**src/hw/rtl/mtsm_pkg.sv**
```systemverilog
// ----------------------------------------------------------------------------
// mtsm_pkg: shared constants and helpers of the multi-tone sine mixer
// Register codes, reset values, polynomial coefficients and datapath widths.
// ----------------------------------------------------------------------------
`default_nettype none

package mtsm_pkg;

  // default geometry, handed to the top level parameters
  localparam int NUM_TONES_DEF       = 4;
  localparam int PHASE_BITS_DEF      = 32;
  localparam int TABLE_ADDR_BITS_DEF = 10;

  // configuration port
  localparam int CFG_INDEX_W = 3;
  localparam int CFG_DATA_W  = 32;
  localparam int COUNT_W     = 3;
  localparam int TUNE_REGS   = 4;
  localparam int TUNE_W      = 32;

  localparam logic [CFG_INDEX_W-1:0] REG_TONE_COUNT    = 3'd0;
  localparam logic [CFG_INDEX_W-1:0] REG_TONE_ON_MASK  = 3'd1;
  localparam logic [CFG_INDEX_W-1:0] REG_TUNING_WORD_A = 3'd2;
  localparam logic [CFG_INDEX_W-1:0] REG_TUNING_WORD_B = 3'd3;
  localparam logic [CFG_INDEX_W-1:0] REG_TUNING_WORD_C = 3'd4;
  localparam logic [CFG_INDEX_W-1:0] REG_TUNING_WORD_D = 3'd5;

  // register reset values
  localparam logic [COUNT_W-1:0]   TONE_COUNT_RST    = 3'd1;
  localparam logic [TUNE_REGS-1:0] TONE_ON_MASK_RST  = 4'd1;
  localparam logic [TUNE_W-1:0]    TUNING_WORD_A_RST = 32'd944892805;

  // datapath widths
  localparam int SAMPLE_W    = 16;
  localparam int AMP_W       = 15;
  localparam int MAG_W       = 15;
  localparam int X_W         = 17;
  localparam int LANE_STAGES = 6;
  localparam int QUEUE_DEPTH = 4;

  // odd polynomial coefficients of the quarter-wave sine, Q16
  localparam int unsigned SIN_A = 102944;
  localparam int unsigned SIN_B = 42334;
  localparam int unsigned SIN_C = 5223;
  localparam int unsigned SIN_D = 307;

  localparam logic [MAG_W-1:0] MAG_MAX = 15'h7fff;

  // per-tone amplitude floor(65535 / (2 * count)); zero count acts as one
  function automatic logic [AMP_W-1:0] amp_for_count(input logic [COUNT_W-1:0] count);
    logic [AMP_W-1:0] amp;
    unique case (count)
      3'd2:    amp = 15'd16383;
      3'd3:    amp = 15'd10922;
      3'd4:    amp = 15'd8191;
      3'd5:    amp = 15'd6553;
      3'd6:    amp = 15'd5461;
      3'd7:    amp = 15'd4681;
      default: amp = 15'd32767;
    endcase
    return amp;
  endfunction

endpackage

`default_nettype wire

```
**src/hw/rtl/mtsm_queue.sv**
```systemverilog
// ----------------------------------------------------------------------------
// mtsm_queue: short queue between the front and the back of the mixer
// Circular buffer of flat entries with a fill count; head read directly.
// ----------------------------------------------------------------------------
`default_nettype none

module mtsm_queue
  import mtsm_pkg::*;
#(
  parameter int WIDTH = 8,
  parameter int DEPTH = QUEUE_DEPTH
) (
  input  logic             clk,
  input  logic             rst,
  input  logic             push,
  input  logic [WIDTH-1:0] wr_data,
  input  logic             pop,
  output logic [WIDTH-1:0] rd_data,
  output logic             full,
  output logic             empty
);

  localparam int PTR_W = $clog2(DEPTH);

  logic [WIDTH-1:0] entry [DEPTH];
  logic [PTR_W-1:0] wr_ptr;
  logic [PTR_W-1:0] rd_ptr;
  logic [PTR_W:0]   fill;

  assign full    = (fill == (PTR_W+1)'(DEPTH));
  assign empty   = (fill == '0);
  assign rd_data = entry[rd_ptr];

  // store incoming beat
  always_ff @(posedge clk) begin
    if (push) begin
      entry[wr_ptr] <= wr_data;
    end
  end

  // advance pointers and fill count
  always_ff @(posedge clk) begin
    if (rst) begin
      wr_ptr <= '0;
      rd_ptr <= '0;
      fill   <= '0;
    end else begin
      if (push) wr_ptr <= wr_ptr + 1'b1;
      if (pop)  rd_ptr <= rd_ptr + 1'b1;
      if (push && !pop) begin
        fill <= fill + 1'b1;
      end else if (pop && !push) begin
        fill <= fill - 1'b1;
      end
    end
  end

endmodule

`default_nettype wire

```
**config.mk**
```make
export PLATFORM = sky130hd
export DESIGN_NAME = mtsm_queue
export DESIGN_NICKNAME = d
export VERILOG_FILES = /design/src/hw/rtl/mtsm_pkg.sv /design/src/hw/rtl/mtsm_queue.sv
export SDC_FILE = /design/constraint.sdc
export NUM_CORES = 1
export LEC_CHECK = 0
export BUFFER_PORTS_ARGS = -buffer_cell sky130_fd_sc_hd__buf_2
export CAP_MARGIN = 20
export CELL_PAD_IN_SITES_DETAIL_PLACEMENT = 1
export CELL_PAD_IN_SITES_GLOBAL_PLACEMENT = 1
export CORE_MARGIN = 2
export CORE_UTILIZATION = 47
export DETAILED_ROUTE_END_ITERATION = 10
export PLACE_DENSITY_LB_ADDON = 0.1
export REMOVE_ABC_BUFFERS = 1
export SKIP_CTS_REPAIR_TIMING = 1
export SLEW_MARGIN = 20
export SYNTH_ARGS = -nofsm -noshare
export SYNTH_HDL_FRONTEND = slang
export SYNTH_SLANG_ARGS = --single-unit
```
**constraint.sdc**
```tcl
create_clock -name clk -period 2.01 [get_ports clk]
set_input_delay 0.3015 -clock clk [delete_from_list [all_inputs] [get_ports clk]]
set_output_delay 0.3015 -clock clk [all_outputs]
set_load 0.02 [all_outputs]
```
==> impl_metrics.env <==
export IMPL_synthXorXnorAreaFrac=0.0276
export IMPL_syn_mean_instance_area_sq_um=18.4
export IMPL_crit_type="flip-flop to output port"
export IMPL_cts_path_max_buffers=2
export IMPL_hold_viol_final=0
export IMPL_antenna_found_initial=0
export IMPL_synthMuxAreaShare=0.126
export IMPL_status="finished, final reports clean"
export IMPL_cts_buffers=5
export IMPL_initial_core_util=0.483
export IMPL_crit_chain="buf_4 > mux4_2 > buf_2"
export IMPL_synth_simple_gate_area_share=0.0465
export IMPL_fin_total_pwr_w=0.00165
export IMPL_drtIter0Drc=31
export IMPL_synth_top_family_by_area="multiplexers"
export IMPL_setup_tns_ns=0
export IMPL_synthCells=86
export IMPL_cap_violations=0
export IMPL_worst_setup_path_end_kind="output port"
export IMPL_fin_util=0.547
export IMPL_seq_area_frac_synth=0.719
export IMPL_path_clk_slew_ns=0.11
export IMPL_overflow=0
export IMPL_io_pins=22
export IMPL_max_stage_delay_ns=0.52
export IMPL_vdd_drop_max_v=0.000444
export IMPL_clkLatencyLatePin_ns=0.34
export IMPL_via_count=766
export IMPL_nets=130
export IMPL_drv_slew=0
export IMPL_dp_cells=151
export IMPL_finClkSkew_ns=0.00411
export IMPL_fp_dieW_um=62.1
export IMPL_tritoncts="built"
export IMPL_drc=0
export IMPL_wl_per_cell_um=15.4
export IMPL_ys_ff_latch=41
export IMPL_grt_setup_unrepaired="false"
export IMPL_crit_required_ns=1.71
export IMPL_grt_pass1_vias=834
export IMPL_insertedDiodeCount=0
export IMPL_die_area_sq_mm=0.00386
export IMPL_synthesis_area_sq_mm=0.00159
export IMPL_crit_arrival_ns=1.56
export IMPL_synth_warnings=0
export IMPL_synth_cell_types=20
export IMPL_htreeDepth=2
export IMPL_timing_rr_start="fill[0]$_SDFFE_PP0P_"
export IMPL_ant_nets=0
export IMPL_period_share=0.928
export IMPL_cellPowerDensity_mw_per_mm2=918
export IMPL_hold_start="wr_data[6]"
export IMPL_rows=21
export IMPL_crit_path_start_kind="flip-flop"
export IMPL_cts_root_buf="clkbuf_4"
export IMPL_viasPerCell=4.82
export IMPL_drive_gt1_frac=0.319
export IMPL_setup_violations=0
export IMPL_track_usage=0.145
export IMPL_firstDrtPassIters=4
export IMPL_r2r_setup_slack_ns=0.51
export IMPL_grt_max_degree=13
export IMPL_die_h_um=62.1
export IMPL_synth_fa_ha_area_frac=0.0521
export IMPL_routed_wl_um=2450
export IMPL_tightest_slew_ns=0.445
export IMPL_cts_sinks=41
export IMPL_p_leak_nw=0.656
export IMPL_grt_pass1_wl_um=4100
export IMPL_fmax_mhz=536
export IMPL_core_area_sq_mm=0.00328
export IMPL_slew_headroom=0.703
export IMPL_io_buffers=21
export IMPL_place_congestion=0.612
export IMPL_dp_hpwl_um=1720
export IMPL_fin_crit_ns=1.87
export IMPL_area_growth_synth_to_final_pct=13.2
export IMPL_synth_compound_area_frac=0.00631
export IMPL_hp_class="input pin to flip-flop"
export IMPL_crit_slowest_cell="mux4_2"
export IMPL_path_max_fanout=8
export IMPL_finalNonFillerCells=159
==> path summary, 6_finish.rpt <==
kind / end / depth (start not counted)
setup / recovery: rd_data[3] / 3
hold / removal: entry[3][6]$_DFFE_PP_ / 1
setup reg to reg: fill[2]$_SDFFE_PP0P_ / 4
hold reg to reg: fill[2]$_SDFFE_PP0P_ / 2
==> stage by stage <==
step | hold WS (ns) | worst slack (ns) | cell area (sq um)
finish | 0.169 | 0.145 | 1800
global placement | 0.484 | 0.281 | 1740
global route | 0.149 | 0.0466 | 1800
CTS | 0.160 | 0.0956 | 1800
detailed placement | 0.513 | 0.210 | 1740
floorplan | 0.371 | 0.449 | 1570
==> final cells by class <==
| cell class | instances | area [sq um] |
|---|---|---|
| Multi-Input combinational cell | 38 | 410 |
| Inverter | 4 | 15.0 |
| Clock buffer | 8 | 58.8 |
| Fill cell | 335 | 1490 |
| Tap cell | 46 | 57.6 |
| Sequential cell | 41 | 1140 |
| Timing Repair Buffer | 22 | 113 |
==> synth_stat cells <==
| cell | n | area (sq um) |
|---|---|---|
| and2_1 | 4 | 25.0 |
| xor2_1 | 3 | 26.3 |
| nand2_1 | 1 | 3.75 |
| clkbuf_2 | 1 | 5.00 |
| xnor2_1 | 2 | 17.5 |
| o21ai_0 | 1 | 5.00 |
| a21oi_1 | 1 | 5.00 |
| dfxtp_1 | 9 | 180 |
| clkbuf_1 | 1 | 3.75 |
| mux2i_1 | 2 | 20.0 |
| nor3b_1 | 1 | 7.51 |
| ha_1 | 5 | 62.6 |
| edfxtp_1 | 32 | 961 |
| mux4_2 | 8 | 180 |
| nor3_1 | 1 | 5.00 |
| inv_1 | 4 | 15.0 |
| buf_6 | 1 | 11.3 |
| fa_1 | 1 | 20.0 |
| nor2_1 | 7 | 26.3 |
| or3_1 | 1 | 6.26 |
==> worst max-delay path: cells and delay by family (launching register included) <==
kind,cells,cell delay (ns)
buf+inv,2,0.38
flops,1,0.33
mux,1,0.52
==> report_power, final <==
group          switching, W  internal (W)  total (W)
Clock              0.000239      0.000173   0.000412
Combinational      0.000133      0.000106   0.000239
Sequential        0.0000306      0.000967   0.000998
Total              0.000403       0.00125    0.00165
==> logic make-up (layout without fill, tap and decap cells) <==
group	count (synthesis)	in the layout
buf+inv	7	34
simple gates	15	15
mux	10	10
xor+xnor	5	5
fa+ha+maj	6	6
flops	41	41
compound gates	2	2
==> per-layer routing <==
layer / share of wire / track usage / wire length (um)
met2: 0.51 / 0.242 / 1250
met5: 0 / 0 / 0
met3: 0.050 / 0.0543 / 122
met1: 0.43 / 0.168 / 1050
met4: 0.011 / 0.0667 / 26
==> layout by cell type (no fill, tap or decap) <==
master,count
o21ai_0,1
nor3b_1,1
mux4_2,8
fa_1,1
nand2_1,1
buf_2,21
a21oi_1,1
nor2_1,7
buf_4,1
clkbuf_4,5
xnor2_1,2
inv_1,4
xor2_1,3
clkbuf_1,2
mux2i_1,2
clkbuf_8,1
dfxtp_1,9
edfxtp_1,32
and2_1,4
or3_1,1
ha_1,5
nor3_1,1
==> registers in the layout, summed over array words and instances (netlist names), named ones only <==
signal,count
wr_ptr,2
entry,32
rd_ptr,2
fill,3
(Power assumes the default switching activity.)
