==> config.mk <==
export PLATFORM = sky130hd
export DESIGN_NAME = mtsm_front
export DESIGN_NICKNAME = d
export VERILOG_FILES = /design/src/hw/rtl/mtsm_pkg.sv /design/src/hw/rtl/mtsm_front.sv
export SDC_FILE = /design/constraint.sdc
export NUM_CORES = 1
export LEC_CHECK = 0
export BUFFER_PORTS_ARGS = -buffer_cell sky130_fd_sc_hd__buf_2
export CAP_MARGIN = 30
export CELL_PAD_IN_SITES_DETAIL_PLACEMENT = 1
export CELL_PAD_IN_SITES_GLOBAL_PLACEMENT = 1
export CORE_UTILIZATION = 47
export DETAILED_ROUTE_END_ITERATION = 6
export GPL_ROUTABILITY_DRIVEN = 0
export PLACE_DENSITY = 0.94
export SLEW_MARGIN = 20
export SYNTH_ARGS = -nofsm -noshare
export SYNTH_HDL_FRONTEND = slang
export SYNTH_SLANG_ARGS = --single-unit
==> constraint.sdc <==
create_clock -name clk -period 5.3 [get_ports clk]
set_input_delay 0.795 -clock clk [delete_from_list [all_inputs] [get_ports clk]]
set_output_delay 0.795 -clock clk [all_outputs]
set_load 0.01 [all_outputs]
==> src/hw/rtl/mtsm_pkg.sv <==
// ----------------------------------------------------------------------------
// mtsm_pkg: shared constants and helpers of the multi-tone sine mixer
// Register codes, reset values, polynomial coefficients and datapath widths.
// ----------------------------------------------------------------------------
`default_nettype none

package mtsm_pkg;

  // default geometry, handed to the top level parameters
  localparam int NUM_TONES_DEF       = 4;
  localparam int PHASE_BITS_DEF      = 32;
  localparam int TABLE_ADDR_BITS_DEF = 10;

  // configuration port
  localparam int CFG_INDEX_W = 3;
  localparam int CFG_DATA_W  = 32;
  localparam int COUNT_W     = 3;
  localparam int TUNE_REGS   = 4;
  localparam int TUNE_W      = 32;

  localparam logic [CFG_INDEX_W-1:0] REG_TONE_COUNT    = 3'd0;
  localparam logic [CFG_INDEX_W-1:0] REG_TONE_ON_MASK  = 3'd1;
  localparam logic [CFG_INDEX_W-1:0] REG_TUNING_WORD_A = 3'd2;
  localparam logic [CFG_INDEX_W-1:0] REG_TUNING_WORD_B = 3'd3;
  localparam logic [CFG_INDEX_W-1:0] REG_TUNING_WORD_C = 3'd4;
  localparam logic [CFG_INDEX_W-1:0] REG_TUNING_WORD_D = 3'd5;

  // register reset values
  localparam logic [COUNT_W-1:0]   TONE_COUNT_RST    = 3'd1;
  localparam logic [TUNE_REGS-1:0] TONE_ON_MASK_RST  = 4'd1;
  localparam logic [TUNE_W-1:0]    TUNING_WORD_A_RST = 32'd944892805;

  // datapath widths
  localparam int SAMPLE_W    = 16;
  localparam int AMP_W       = 15;
  localparam int MAG_W       = 15;
  localparam int X_W         = 17;
  localparam int LANE_STAGES = 6;
  localparam int QUEUE_DEPTH = 4;

  // odd polynomial coefficients of the quarter-wave sine, Q16
  localparam int unsigned SIN_A = 102944;
  localparam int unsigned SIN_B = 42334;
  localparam int unsigned SIN_C = 5223;
  localparam int unsigned SIN_D = 307;

  localparam logic [MAG_W-1:0] MAG_MAX = 15'h7fff;

  // per-tone amplitude floor(65535 / (2 * count)); zero count acts as one
  function automatic logic [AMP_W-1:0] amp_for_count(input logic [COUNT_W-1:0] count);
    logic [AMP_W-1:0] amp;
    unique case (count)
      3'd2:    amp = 15'd16383;
      3'd3:    amp = 15'd10922;
      3'd4:    amp = 15'd8191;
      3'd5:    amp = 15'd6553;
      3'd6:    amp = 15'd5461;
      3'd7:    amp = 15'd4681;
      default: amp = 15'd32767;
    endcase
    return amp;
  endfunction

endpackage

`default_nettype wire

==> src/hw/rtl/mtsm_front.sv <==
// ----------------------------------------------------------------------------
// mtsm_front: input side of the mixer
// Holds the config registers and phase accumulators; while the queue has room,
// takes one beat per cycle and pushes its phases, enables and amplitude.
// ----------------------------------------------------------------------------
`default_nettype none

module mtsm_front
  import mtsm_pkg::*;
#(
  parameter int NUM_TONES  = NUM_TONES_DEF,
  parameter int PHASE_BITS = PHASE_BITS_DEF
) (
  input  logic                                  clk,
  input  logic                                  rst,
  input  logic                                  cfg_write,
  input  logic [CFG_INDEX_W-1:0]                cfg_index,
  input  logic [CFG_DATA_W-1:0]                 cfg_data,
  input  logic                                  in_valid,
  output logic                                  in_stall,
  input  logic                                  restart,
  input  logic                                  queue_full,
  output logic                                  push,
  output logic [NUM_TONES-1:0][PHASE_BITS-1:0]  push_phase,
  output logic [NUM_TONES-1:0]                  push_on,
  output logic [AMP_W-1:0]                      push_amp
);

  logic [COUNT_W-1:0]                 tone_count;
  logic [TUNE_REGS-1:0]               tone_on_mask;
  logic [TUNE_REGS-1:0][TUNE_W-1:0]   tuning_word;
  logic [NUM_TONES-1:0][PHASE_BITS-1:0] tone_phase;
  logic [NUM_TONES-1:0][PHASE_BITS-1:0] tone_phase_next;
  logic [COUNT_W-1:0]                 count_eff;

  // write configuration registers; unknown indexes are dropped
  always_ff @(posedge clk) begin
    if (rst) begin
      tone_count   <= TONE_COUNT_RST;
      tone_on_mask <= TONE_ON_MASK_RST;
      tuning_word  <= (TUNE_REGS*TUNE_W)'(TUNING_WORD_A_RST);
    end else if (cfg_write) begin
      unique case (cfg_index)
        REG_TONE_COUNT:    tone_count     <= cfg_data[COUNT_W-1:0];
        REG_TONE_ON_MASK:  tone_on_mask   <= cfg_data[TUNE_REGS-1:0];
        REG_TUNING_WORD_A: tuning_word[0] <= cfg_data[TUNE_W-1:0];
        REG_TUNING_WORD_B: tuning_word[1] <= cfg_data[TUNE_W-1:0];
        REG_TUNING_WORD_C: tuning_word[2] <= cfg_data[TUNE_W-1:0];
        REG_TUNING_WORD_D: tuning_word[3] <= cfg_data[TUNE_W-1:0];
        default: ;
      endcase
    end
  end

  assign count_eff = (tone_count == '0) ? COUNT_W'(1) : tone_count;
  assign push_amp  = amp_for_count(tone_count);

  // accept whenever the queue has room
  assign in_stall = queue_full;
  assign push     = in_valid && !queue_full;

  // phases of this beat and the advance that follows it
  for (genvar i = 0; i < NUM_TONES; i++) begin : g_tone
    assign push_phase[i] = restart ? '0 : tone_phase[i];
    if (i < TUNE_REGS) begin : g_listed
      assign push_on[i]         = tone_on_mask[i] && (COUNT_W'(i) < count_eff);
      assign tone_phase_next[i] = push_phase[i] + PHASE_BITS'(tuning_word[i]);
    end else begin : g_unlisted
      assign push_on[i]         = 1'b0;
      assign tone_phase_next[i] = push_phase[i];
    end
  end

  // advance accumulators on each accepted beat
  always_ff @(posedge clk) begin
    if (rst) begin
      tone_phase <= '0;
    end else if (push) begin
      tone_phase <= tone_phase_next;
    end
  end

endmodule

`default_nettype wire

==> results.json, run 1 <==
{
  "grt_met2_use_pct": 58.2,
  "synth-seq-area-share_pct": 32.0,
  "final_period_minus_worst_setup_slack_ns": 4.01,
  "p_per_area_nw_per_um2": 260,
  "cts_inserted_buffers": 31,
  "grt_start_max_net_pins": 169,
  "critical_path_peak_fanout": 35,
  "finalSetupViolCount": 0,
  "finalNetCount": 2456,
  "groute.usage.overall_pct": 34.8,
  "setup-tns-final_ns": 0,
  "clock_input_transition_at_the_sequential_cells_of_the_worst_setup_and_hold_paths_ns": 0.06,
  "status": "finished clean",
  "syn_avg_cell_area_um2": 7.55,
  "period_share_pct": 75.6,
  "syn-cell-area_um2": 16400,
  "ys.flop_type": "dfxtp_1",
  "cts_hold_buffers": 0,
  "placement_rows": 68,
  "min_path_cells": 2,
  "critical_path.startpoint_type": "input pin",
  "final-instance-count-excl-fill": 2766,
  "rsz0062_at_grt": "no",
  "met3_usage_pct": 7.34,
  "die_height_um": 189,
  "clkLatencyLatePin_ns": 0.58,
  "first_iter_violations": 1159,
  "post_route_cells_drive_above_1_share_pct": 12.4,
  "cp_data_arrival_time_ns": 4.48,
  "synthArstFlopShare_pct": 0,
  "reg2regPathDepth": 12,
  "drt_drc_violations_left": 0,
  "critical_register_to_register_path_startpoint": "tone_phase[96]",
  "final_max_slew_viol_count": 0,
  "tritoncts": "yes",
  "area_delta_synth_final_pct": 14.1,
  "post-cts-setup-buffers": 0,
  "initial_utilization_pct": 47.7,
  "final-hold-violation-count": 0,
  "synth_cell_type_count": 80,
  "avgViaCountPerCell": 6.23,
  "max-slew-margin-rel_pct": 45.7,
  "drt.antenna.violating_nets": 0,
  "worst-endpoint-required_ns": 5.77,
  "num-fill-cells": 4329,
  "number_of_enable_type_register_cells_in_the_synthesized_netlist": 0,
  "worst_setup_path_end_kind": "flop",
  "synth-seq-cells": 263,
  "cts.sinks": 263,
  "min_from": "tone_phase[102]",
  "dpl.cell_count": 2709,
  "worstReg2RegEnd": "tone_phase[120]",
  "grt-busiest-layer": "met2",
  "most_frequent_cells_in_the_layout": "nand2_1 (486), a21oi_1 (288), dfxtp_1 (263)",
  "holdCritPathClass": "reg2reg",
  "detailedRoute.firstPassIterationCount": 5,
  "setup.reg_to_reg.worst_slack_ns": 1.81,
  "ports_placed_on_the_boundary": 190,
  "crit_start": "restart",
  "root_buffer": "clkbuf_16",
  "die_width_um": 189,
  "die_area_um2": 35700,
  "cap_viol_max_count": 0,
  "worst_pin_slew_ns": 0.814,
  "clock_path_buffers": 3,
  "p_leak_uw": 0.00839,
  "max_clock_freq_ghz": 0.250,
  "drt_wl_total_um": 64000,
  "finClkSkew_ns": 0.0184,
  "synthCells": 2176,
  "groute.layer.met1.usage_pct": 39.4,
  "layout.cells.most_common": "nand2_1",
  "synth.yosys.warnings": 0,
  "ir_drop_mv": 0.257,
  "grt_pass1_wl_um": 98700,
  "worstHoldEndpoint": "tone_phase[102]",
  "timing_worst_setup_path_type": "in2reg",
  "grt_pass1_vias": 18000,
  "vias_after_detailed_routing": 17200,
  "antenna_violations_before_repair": 3,
  "place_hpwl_um": 43200,
  "htree_levels": 1,
  "number_of_buffer_cells_added_on_primary_ports": 189,
  "syn-num-nets": 2345,
  "detail_route.wl_per_cell_um": 23.1,
  "globalRouteOverflowTotal": 0,
  "cts.repair.resized": 0,
  "core_area_um2": 34500
}
## metal layers
| metal | part of all wire (%) | routed length [um] |
|---|---|---|
| met5 | 0.041 | 26 |
| met3 | 7.3 | 4660 |
| met2 | 47 | 29900 |
| met1 | 39 | 24700 |
| met4 | 7.4 | 4750 |
## sequential cells by signal, indices dropped and copies added (netlist names)
signal        count
tone_phase      128
tuning_word     128
tone_on_mask      4
tone_count        3
## where the power goes
part           total, uW  internal, uW  switching, uW
clock               2350          1430            923
combinational        464           138            326
sequential          2050          2020           33.1
## worst max-delay path: stages
cell	delay, ns
buf_4	0.35
buf_4	0.50
nor2b_1	0.14
ha_1	0.25
fa_1	0.43
a21oi_1	0.26
o21ai_0	0.20
a21oi_1	0.18
nor2_1	0.12
a41o_1	0.31
a31o_2	0.29
a211o_1	0.29
o311ai_0	0.33
## cell type report
class / instances / area [um2] / area share (%)
clock inverter: 14 / 204 / 1.09
antenna: 2 / 5.00 / 0.0267
tap: 455 / 569 / 3.04
sequential: 263 / 5270 / 28.1
timing repair buffer: 208 / 1130 / 6.02
clock buffer: 41 / 903 / 4.82
inverter: 26 / 97.6 / 0.520
multi-input combinational: 1757 / 10600 / 56.4
## worst max path at each step
stage                           endpoint  slack [ns]  cells after the start
final                     tone_phase[24]        1.29                     13
after global routing      tone_phase[25]        1.11                     13
after CTS                 tone_phase[24]        1.37                     13
after detailed placement  tone_phase[24]        0.81                     13
after global placement    tone_phase[24]        1.06                     13
after floorplan           tone_phase[86]        1.41                     14
## cells by family (layout without fill, tap and decap cells)
group	Yosys count	in the layout	synth area share [%]
AOI/OAI and AO/OA	621	621	23.0
xor gates and xnor gates	95	95	5.06
adders and majority gates	128	128	9.93
buffers and inverters	156	289	3.72
DFF	263	263	32.0
muxes	15	15	0.921
other	0	2	0
and+or+nand+nor	898	898	25.3
## cells in the mapped netlist (all sizes together) (6+ instances only)
cell | count | area [um2]
nor2b | 149 | 932
and2 | 8 | 50.1
nand2b | 15 | 93.8
clkbuf | 116 | 435
xnor2 | 61 | 534
o21ai | 105 | 526
nor2 | 89 | 334
a21oi | 289 | 1450
and3 | 19 | 119
nand3 | 47 | 235
or3 | 12 | 75.1
a211oi | 28 | 215
xor2 | 34 | 298
nor4b | 6 | 52.6
mux2i | 14 | 140
nor3 | 16 | 80.1
dfxtp | 263 | 5270
ha | 124 | 1550
a21o | 80 | 601
nor3b | 6 | 45.0
o31ai | 8 | 70.1
or2 | 6 | 37.5
o21a | 11 | 82.6
inv | 25 | 93.8
a31oi | 16 | 100
o21bai | 18 | 135
buf | 14 | 77.6
nand2 | 486 | 1820
nand4 | 17 | 106
## stage by stage
stage	instance area, um2	total power [uW]	setup slack (ns)	hold WS (ns)	utilization, %
finish	18800	4870	1.29	0.446	54.4
global route	18800	4970	1.11	0.469	54.4
CTS	18700	4860	1.37	0.448	54.4
detailed placement	17600	2540	0.815	0.435	51.2
global placement	17600	2510	1.06	0.428	51.1
floorplan	16400	2360	1.41	0.417	-
Note: power is estimated with default switching activity, not from simulation.
==> inputs of run 2 (changes only) <==
- CORE_UTILIZATION: 47 -> 40
- PLACE_DENSITY: 0.94 -> 0.86
- clock period: 5.3 -> 3.65 ns (I/O delays scaled with it)
==> run 2 against run 1 <==
Against the previous run:
- routed wire length is 2.7% lower
- highest routed layer is now met4
- first-iteration DRC count shrank 21%
- hold slack worse by 0.17 ns
- clock power up 46%
- combinational power grew 51%
- critical path depth is 1 lower
- register-to-register slack got worse by 1.5 ns
- core utilization decreased by 6.1 points
- largest power group unchanged
- power is 46% higher
- clock-buffer cell count rose by 5
- critical path type is now reg2reg
- design area rose by 3.2%
==> results.json, run 2 (same netlist as run 1, synthesis figures left out) <==
{
  "status": "finished clean",
  "ir_drop_mv": 0.354,
  "worst-endpoint-required_ns": 4.13,
  "finalNetCount": 2524,
  "cts_hold_buffers": 0,
  "final-instance-count-excl-fill": 2904,
  "post-cts-setup-buffers": 0,
  "drt.antenna.violating_nets": 0,
  "max-slew-margin-rel_pct": 49.9,
  "cts.repair.resized": 0,
  "number_of_buffer_cells_added_on_primary_ports": 189,
  "grt_pass1_wl_um": 97400,
  "detail_route.wl_per_cell_um": 21.4,
  "timing.final.ws_setup_ns": 0.344,
  "reg_top3": "tone_phase (128), tuning_word (128), tone_on_mask (4)",
  "internal_power_uw": 5290,
  "root_buffer": "clkbuf_16",
  "reg2regPathDepth": 12,
  "avgViaCountPerCell": 5.79,
  "cap_viol_max_count": 0,
  "area_delta_synth_final_pct": 17.8,
  "holdCritPathClass": "in2reg",
  "p_seq_share_pct": 41.9,
  "clock_input_transition_at_the_sequential_cells_of_the_worst_setup_and_hold_paths_ns": 0.06,
  "core_area_um2": 40100,
  "htree_levels": 1,
  "initial_utilization_pct": 41.0,
  "antenna_violations_before_repair": 0,
  "ports_placed_on_the_boundary": 190,
  "cp_data_arrival_time_ns": 3.78,
  "post-layout-total-power_uw": 7110,
  "die_width_um": 205,
  "tritoncts": "yes",
  "comb_power_share_pct": 9.8,
  "first_iter_violations": 921,
  "critical_register_to_register_path_startpoint": "tone_phase[32]",
  "die_height_um": 205,
  "place_hpwl_um": 44600,
  "die_area_um2": 41900,
  "finalSetupViolCount": 0,
  "grt_pass1_vias": 17500,
  "critical_path.startpoint_type": "flop",
  "worstReg2RegEnd": "tone_phase[62]",
  "net-switching-power_uw": 1820,
  "final-hold-violation-count": 0,
  "clock_power_share_pct": 48.3,
  "critical_path_peak_fanout": 4,
  "period_share_pct": 90.6,
  "clock_path_buffers": 3,
  "setup.reg_to_reg.worst_slack_ns": 0.34,
  "max_clock_freq_ghz": 0.303,
  "clkLatencyLatePin_ns": 0.59,
  "groute.usage.overall_pct": 29.5,
  "drt_wl_total_um": 62300,
  "detailedRoute.firstPassIterationCount": 5,
  "crit_path_end": "tone_phase[62]",
  "post-place-ws_ns": -0.117,
  "rsz0062_at_grt": "no",
  "cts.sinks": 263,
  "drt_drc_violations_left": 0,
  "switching_share_pct": 25.6,
  "cts_inserted_buffers": 31,
  "worst_setup_path_end_kind": "flop",
  "final_max_slew_viol_count": 0,
  "dpl.cell_count": 2847,
  "most_frequent_cells_in_the_layout": "nand2_1 (486), a21oi_1 (288), dfxtp_1 (263)",
  "worst_pin_slew_ns": 0.751,
  "grt_start_max_net_pins": 65,
  "timing_worst_setup_path_type": "reg2reg",
  "p_per_area_nw_per_um2": 367,
  "setup-tns-final_ns": 0,
  "p_leak_uw": 0.00873,
  "globalRouteOverflowTotal": 0,
  "post_route_cells_drive_above_1_share_pct": 14.7,
  "finalCoreUtilization_pct": 48.3,
  "final_period_minus_worst_setup_slack_ns": 3.31,
  "finClkSkew_ns": 0.0174,
  "placement_rows": 73,
  "crit_start": "tone_phase[32]",
  "vias_after_detailed_routing": 16800,
  "layout.cells.most_common": "nand2_1"
}
[run 2: cell count changes in the layout (fill, tap and decap cells not counted), sizes merged]
cell | previous run | this run
clkinvlp | 2 | 0
buf | 208 | 276
clkbuf | 41 | 46
bufinv | 5 | 6
diode | 2 | 1
clkinv | 8 | 5
[run 2: how the worst min path moves through the flow]
stage / start / endpoint / slack (ns) / cells past startpoint
global route: cfg_data[28] / tuning_word[124] / 0.28 / 3
CTS: cfg_data[28] / tuning_word[60] / 0.26 / 3
floorplan: tone_phase[112] / tone_phase[112] / 0.42 / 2
finish: cfg_data[28] / tuning_word[60] / 0.28 / 3
detailed placement: tone_phase[91] / tone_phase[91] / 0.44 / 2
global placement: tone_phase[126] / tone_phase[126] / 0.43 / 2
[run 2: power by group through the flow]
stage / Combinational (uW) / Sequential [uW] / Clock (uW)
6_report: 699 / 2980 / 3430
5_1_grt: 750 / 2980 / 3570
4_1_cts: 694 / 2980 / 3470
3_5_place_dp: 685 / 3040 / 0
3_3_place_gp: 657 / 3030 / 0
2_1_floorplan: 398 / 3020 / 0
[run 2: final cells by class]
cell class	instances	area, um2
diodes	1	2.50
clock buffers	46	912
well taps	525	657
repair buffers	276	1650
inverters	26	97.6
flip-flops and latches	263	5270
fillers	4989	20700
clock inverters	10	200
multi-input cells	1757	10600
[run 2: critical path: stages (launching register included)]
cell and delay, ns:
dfxtp_1 0.33, nor2b_1 0.21, ha_1 0.25, fa_1 0.22, a21o_1 0.15, nand4_1 0.16
a21oi_1 0.25, a21oi_1 0.17, o31ai_1 0.44, o41ai_2 0.15, o41ai_1 0.53, mux2i_1 0.25
nand2_1 0.06
[run 2: routing by layer]
metal | vias to the layer above | track usage (%) | wire length [um]
met5 | - | 0 | 0
met4 | 0 | 17.4 | 3780
met3 | 167 | 4.23 | 3390
met2 | 486 | 48.7 | 28600
met1 | 8248 | 36.5 | 26500
li1 | 7921 | - | -
[run 2: per-stage QoR]
stage | hold WS (ns) | cell area [um2]
floorplan | 0.417 | 16400
global placement | 0.426 | 18200
detailed placement | 0.438 | 18200
CTS | 0.259 | 19400
global route | 0.282 | 19400
finish | 0.277 | 19400
